--- src/rtl/core/pft_pkg.sv ---
// Shared types, constants and the CORDIC arctangent table of the planar frame transform.
`default_nettype none
package pft_pkg;

    localparam int CORDIC_STAGES = 16;
    localparam int POSITION_BITS = 32;

    // Number of micro-rotations actually built; the arctangent table has 32 entries.
    localparam int STAGES_USED = (CORDIC_STAGES > 32) ? 32 : CORDIC_STAGES;
    localparam int STAGE_W     = $clog2(STAGES_USED);

    // Width of the position saturation range.
    localparam int POS_W = (POSITION_BITS < 32) ? POSITION_BITS : 32;

    // CORDIC datapath width: Q2.30 values with headroom for intermediate growth.
    localparam int CW = 34;

    localparam logic signed [CW-1:0] CORDIC_GAIN = 34'sd652032874;
    localparam logic signed [CW-1:0] Q30_ONE     = 34'sd1073741824;

    // Width of the position result before saturation: rounded product sum plus offset.
    localparam int RND_W = 36;
    localparam int SUM_W = 37;

    localparam logic signed [SUM_W-1:0] POS_HI = SUM_W'((64'sd1 <<< (POS_W - 1)) - 64'sd1);
    localparam logic signed [SUM_W-1:0] POS_LO = -POS_HI - SUM_W'(1);

    typedef enum logic {
        ACT_WORLD_TO_LOCAL = 1'b0,
        ACT_LOCAL_TO_WORLD = 1'b1
    } t_action;

    typedef struct packed {
        logic               action;
        logic signed [31:0] pose_x;
        logic signed [31:0] pose_y;
        logic signed [15:0] pose_heading;
        logic signed [31:0] ref_x;
        logic signed [31:0] ref_y;
        logic signed [15:0] ref_heading;
    } t_req;

    typedef struct packed {
        logic signed [31:0] out_x;
        logic signed [31:0] out_y;
        logic signed [15:0] out_heading;
        logic               saturated;
    } t_res;

    // Request fields that ride along the rotation pipeline.
    typedef struct packed {
        logic               action;
        logic               flip;
        logic signed [31:0] pose_x;
        logic signed [31:0] pose_y;
        logic signed [31:0] ref_x;
        logic signed [31:0] ref_y;
        logic signed [15:0] heading;
    } t_item;

    typedef struct packed {
        logic signed [CW-1:0] x;
        logic signed [CW-1:0] y;
        logic signed [CW-1:0] z;
        t_item                item;
    } t_cell;

    // Arctangent of 2^-idx as a 32-bit binary angle.
    function automatic logic [31:0] atan_angle(input logic [4:0] idx);
        logic [31:0] v;
        case (idx)
            5'd0:  v = 32'h20000000;
            5'd1:  v = 32'h12E4051E;
            5'd2:  v = 32'h09FB385B;
            5'd3:  v = 32'h051111D4;
            5'd4:  v = 32'h028B0D43;
            5'd5:  v = 32'h0145D7E1;
            5'd6:  v = 32'h00A2F61E;
            5'd7:  v = 32'h00517C55;
            5'd8:  v = 32'h0028BE53;
            5'd9:  v = 32'h00145F2F;
            5'd10: v = 32'h000A2F98;
            5'd11: v = 32'h000517CC;
            5'd12: v = 32'h00028BE6;
            5'd13: v = 32'h000145F3;
            5'd14: v = 32'h0000A2FA;
            5'd15: v = 32'h0000517D;
            5'd16: v = 32'h000028BE;
            5'd17: v = 32'h0000145F;
            5'd18: v = 32'h00000A30;
            5'd19: v = 32'h00000518;
            5'd20: v = 32'h0000028C;
            5'd21: v = 32'h00000146;
            5'd22: v = 32'h000000A3;
            5'd23: v = 32'h00000051;
            5'd24: v = 32'h00000029;
            5'd25: v = 32'h00000014;
            5'd26: v = 32'h0000000A;
            5'd27: v = 32'h00000005;
            5'd28: v = 32'h00000003;
            5'd29: v = 32'h00000001;
            5'd30: v = 32'h00000001;
            default: v = 32'h00000000;
        endcase
        return v;
    endfunction

endpackage
`default_nettype wire

--- src/rtl/core/pft_cordic_cell.sv ---
// One CORDIC micro-rotation cell of the rotation pipeline.
`default_nettype none
module pft_cordic_cell (
    input  wire logic                   i_clk,
    input  wire logic                   i_rst_n,
    input  wire logic                   i_en,
    input  wire logic [pft_pkg::STAGE_W-1:0] i_stage,
    input  wire logic                   i_valid,
    input  wire pft_pkg::t_cell         i_cell,
    output logic                        o_valid,
    output pft_pkg::t_cell              o_cell
);
    import pft_pkg::*;

    logic              r_valid;
    t_cell             r_cell;
    t_cell             n_cell;
    logic signed [CW-1:0] x_in;
    logic signed [CW-1:0] y_in;
    logic signed [CW-1:0] z_in;
    logic signed [CW-1:0] x_shr;
    logic signed [CW-1:0] y_shr;
    logic signed [CW-1:0] step;

    always_comb begin
        x_in  = i_cell.x;
        y_in  = i_cell.y;
        z_in  = i_cell.z;
        x_shr = x_in >>> i_stage;
        y_shr = y_in >>> i_stage;
        step  = $signed({{(CW-32){1'b0}}, atan_angle(5'(i_stage))});
        n_cell = i_cell;
        if (!z_in[CW-1]) begin
            n_cell.x = x_in - y_shr;
            n_cell.y = y_in + x_shr;
            n_cell.z = z_in - step;
        end else begin
            n_cell.x = x_in + y_shr;
            n_cell.y = y_in - x_shr;
            n_cell.z = z_in + step;
        end
    end

    always_ff @(posedge i_clk) begin
        if (!i_rst_n) begin
            r_valid <= 1'b0;
        end else if (i_en) begin
            r_valid <= i_valid;
        end
    end

    always_ff @(posedge i_clk) begin
        if (i_en) begin
            r_cell <= n_cell;
        end
    end

    assign o_valid = r_valid;
    assign o_cell  = r_cell;
endmodule
`default_nettype wire

--- config.mk ---
export PLATFORM = sky130hd
export DESIGN_NAME = pft_cordic_cell
export DESIGN_NICKNAME = d
export VERILOG_FILES = /design/src/rtl/core/pft_pkg.sv /design/src/rtl/core/pft_cordic_cell.sv
export SDC_FILE = /design/constraint.sdc
export NUM_CORES = 1
export LEC_CHECK = 0
export ABC_AREA = 1
export BUFFER_PORTS_ARGS = -buffer_cell sky130_fd_sc_hd__buf_4
export CAP_MARGIN = 20
export CORE_MARGIN = 2
export CORE_UTILIZATION = 48
export DETAILED_ROUTE_END_ITERATION = 16
export PLACE_DENSITY_LB_ADDON = 0.12
export SYNTH_ARGS = -nofsm -noshare
export SYNTH_HDL_FRONTEND = slang
export SYNTH_SLANG_ARGS = --single-unit
--- constraint.sdc ---
create_clock -name i_clk -period 4.8 [get_ports i_clk]
set_clock_uncertainty 0.15 [all_clocks]
set_input_delay 0.24 -clock i_clk [delete_from_list [all_inputs] [get_ports i_clk]]
set_output_delay 0.24 -clock i_clk [all_outputs]
set_load 0.1 [all_outputs]
==> results_dict.tcl <==
set metrics [dict create \
    status "complete, no violations" \
    grt_pass1_vias 20200 \
    rsz0062_at_grt "no" \
    seq_area_um2 7470 \
    ctsResizeCount 0 \
    grt_pass1_wl_mm 116 \
    leakage_nw 12.3 \
    p_clk_share_pct 17.9 \
    num_vias 21000 \
    final_core_util_pct 66.4 \
    crit_type "primary input to flip-flop" \
    drv_cap 0 \
    initial_core_util_pct 48.8 \
    switching_power_mw 5.38 \
    dr.pass1.iters 6 \
    synth_cell_types 54 \
    fp.coreArea_um2 39900 \
    clk_pin_slew_ns 0.06 \
    clock_sinks 249 \
    fin_nets 3562 \
    syn_area_um2 19500 \
    die_area_um2 42200 \
    power.total_mw 10.8 \
    critPathSlowestCell "dlygate4sd3_1" \
    hold_violations 0 \
    port-buffer-count 504 \
    fin_setup_tns_ns 0 \
    hold_class "primary input to flip-flop" \
    crit_top_cell "nand2_1" \
    dp_hpwl_mm 59.6 \
    fillers 3348 \
    grt_max_degree 115 \
    die_h_um 205 \
    hold-path-cell-count 4 \
    pwr-share-comb_pct 54.3 \
    grt.overflow.total 0 \
    drc 0 \
    cts_tree "built" \
    rr_startpoint "o_valid$_SDFFE_PN0P_" \
    seq_power_share_pct 27.7 \
    cp_max_fo 4 \
    tightest_slew_ns 0.968 \
    dr.first_iter.drc_count 2038 \
    clk_path_buf_depth 3 \
    intPower_mw 5.38 \
    avgRoutedWirePerCell_um 20.9 \
    async_flop_share_pct 0 \
    yosys_most_used_dff "edfxtp_1" \
    hold_start "i_cell[180]" \
    synth_cells 2501 \
    slew_viol_final 0 \
    arrival_ns 4.64 \
    yosys_warnings 0 \
    cts-root-buf "clkbuf_16" \
    vdd_drop_max_v 0.000421 \
    synthToLayoutAreaGrowth_pct 36.0 \
    period_minus_slack_ns 4.51 \
    syn_avg_cell_area_um2 7.78 \
    antenna_left 0 \
    synth_nets 2870 \
    placed_area_um2 24200 \
    num_rows 73 \
    max_stage_delay_ns 0.55 \
    hold_path_end "o_cell[180]$_DFFE_PP_" \
    crit_required_ns 4.94 \
    startpoint_type "primary input" \
    antenna_found_initial 4 \
    finalCritPeriodShare_pct 93.9 \
    ys_seq_elements 249 \
    drt-total-wl_mm 78.0 \
    power_density_nw_per_um2 406 \
    rr_endpoint "o_valid$_SDFFE_PN0P_" \
    setup_viol 0 \
    vias_per_cell 5.61 \
    gp_congestion 1.04 \
    grt.total_usage_pct 35.9 \
    synth_edf_count 248 \
    clkLatencyLatePin_ns 0.54 \
    reg2reg_depth 3 \
    cp-end-kind "flip-flop" \
    stdcell_area_um2 26500 \
    switching_share_pct 50.0 \
    maxSlewHeadroom_pct 35.5 \
    top_level_ports 505 \
    clock.fmax_mhz 222 \
    drive_gt1_share_pct 22.1 \
    multiInputGateArea_um2 10800 \
    die_x_um 205 \
    yosysSeqAreaShare_pct 38.4 \
    cts_made_buffers 27 \
    rrSetupSlack_ns 3.30 \
    ctsHtreeMaxLevel 1 \
]
-- cell usage after synthesis, types with 2 or more instances --
| cell | instances | area, um2 |
|---|---|---|
| o2111ai_1 | 3 | 26.3 |
| o21ai_0 | 89 | 445 |
| xor2_1 | 101 | 885 |
| o21bai_1 | 10 | 75.1 |
| o221ai_1 | 2 | 17.5 |
| fa_1 | 3 | 60.1 |
| nand3b_1 | 6 | 45.0 |
| nor3_1 | 15 | 75.1 |
| a221oi_1 | 4 | 35.0 |
| nor2_4 | 8 | 90.1 |
| buf_6 | 11 | 124 |
| a31o_2 | 2 | 17.5 |
| inv_2 | 3 | 11.3 |
| a31oi_1 | 12 | 75.1 |
| buf_1 | 7 | 26.3 |
| ha_1 | 110 | 1380 |
| nand4_1 | 13 | 81.3 |
| inv_1 | 188 | 706 |
| nand3_1 | 385 | 1930 |
| clkbuf_1 | 15 | 56.3 |
| buf_4 | 6 | 45.0 |
| a21o_1 | 23 | 173 |
| nor4_1 | 9 | 56.3 |
| nor2_1 | 208 | 781 |
| a21oi_1 | 135 | 676 |
| buf_2 | 35 | 175 |
| o21ai_2 | 11 | 96.3 |
| nor2_2 | 15 | 93.8 |
| or2_2 | 4 | 25.0 |
| edfxtp_1 | 248 | 7450 |
| o211ai_1 | 6 | 45.0 |
| nand2_2 | 13 | 81.3 |
| nand3_2 | 19 | 190 |
| o21ai_1 | 15 | 75.1 |
| o21a_1 | 4 | 30.0 |
| nand2_4 | 3 | 33.8 |
| nand2_1 | 673 | 2530 |
| xnor2_1 | 61 | 534 |
| inv_4 | 3 | 18.8 |
| a21boi_0 | 9 | 67.6 |
-- worst max-delay path, delay by kind of cell --
family | cells | cell delay, ns
and+or+nand+nor | 14 | 1.74
buffers and inverters | 5 | 0.94
AOI/OAI and AO/OA | 3 | 0.88
adders and majority gates | 2 | 0.67
xor gates and xnor gates | 1 | 0.17
-- per-layer routing --
layer	vias to the layer above	GRT usage, %	routed length [um]
met5	-	0	13
met4	2	12.2	2870
met1	9792	44.4	30300
li1	9919	-	-
met3	198	5.65	6450
met2	1075	63.5	38400
-- cell families (layout without fill, tap and decap cells) --
group	after synthesis	count (layout)	synth area share, %
and+or+nand+nor	1376	1376	31.0
AOI/OAI and AO/OA	332	332	9.86
buffers and inverters	269	979	6.07
DFF	249	249	38.4
xor gates and xnor gates	162	162	7.29
adders and majority gates	113	113	7.38
other	0	3	0
-- cell type report --
| class | instances | share of cell area [%] |
|---|---|---|
| clock buffer | 31 | 2.61 |
| clock inverter | 16 | 0.350 |
| multi-input combinational | 1983 | 40.9 |
| antenna | 3 | 0.0283 |
| tap | 525 | 2.48 |
| sequential | 249 | 28.2 |
| timing repair buffer | 738 | 22.7 |
| inverter | 194 | 2.78 |
-- worst max-delay path by stage --
stage | from | end | cells after the start
final | i_cell[215] | o_cell[211]$_DFFE_PP_ | 25
after global routing | i_cell[215] | o_cell[211]$_DFFE_PP_ | 25
after CTS | i_cell[215] | o_cell[211]$_DFFE_PP_ | 25
after detailed placement | i_stage[0] | o_cell[239]$_DFFE_PP_ | 22
after global placement | i_stage[0] | o_cell[165]$_DFFE_PP_ | 20
after floorplan | i_stage[0] | o_cell[177]$_DFFE_PP_ | 28
-- power groups by stage --
stage	combinational [mW]	sequential (mW)	clock, mW
4_1_cts	5.76	2.97	1.91
3_3_place_gp	5.62	3.00	0
5_1_grt	6.14	3.01	2.03
2_1_floorplan	1.73	5.44	0
3_5_place_dp	5.64	3.01	0
6_report	5.85	2.99	1.93
-- layout by cell type, fill, tap and decap left out, types with 19 or more instances in the layout --
cell / Yosys / layout
edfxtp_1: 248 / 248
nand3_2: 19 / 19
a21o_1: 23 / 23
buf_4: 6 / 578
nor2_1: 208 / 208
ha_1: 110 / 110
nand3_1: 385 / 385
xnor2_1: 61 / 61
nand2_1: 673 / 673
o21ai_0: 89 / 89
clkbuf_16: 0 / 27
xor2_1: 101 / 101
inv_1: 188 / 188
dlygate4sd3_1: 0 / 152
a21oi_1: 135 / 135
-- through the flow --
stage	setup slack (ns)	hold slack, ns	cells
final	0.292	0.0278	3739
after global routing	0.149	0.0448	3739
after CTS	0.475	0.0155	3736
after detailed placement	0.0915	0.269	3537
after global placement	0.0648	0.268	3537
after floorplan	0.613	0.183	2501
-- repair_timing --
| item | 4_1_cts | 5_1_grt |
|---|---|---|
| hold buffers | 152 | 0 |
| setup buffers | 0 | 0 |
| hold endpoints to repair | 151 | 0 |
-- state kept, by name, summed over array words and instances, names as in the netlist --
register and cells:
o_cell 248, o_valid 1
Note: power is estimated with default switching activity, not from simulation.
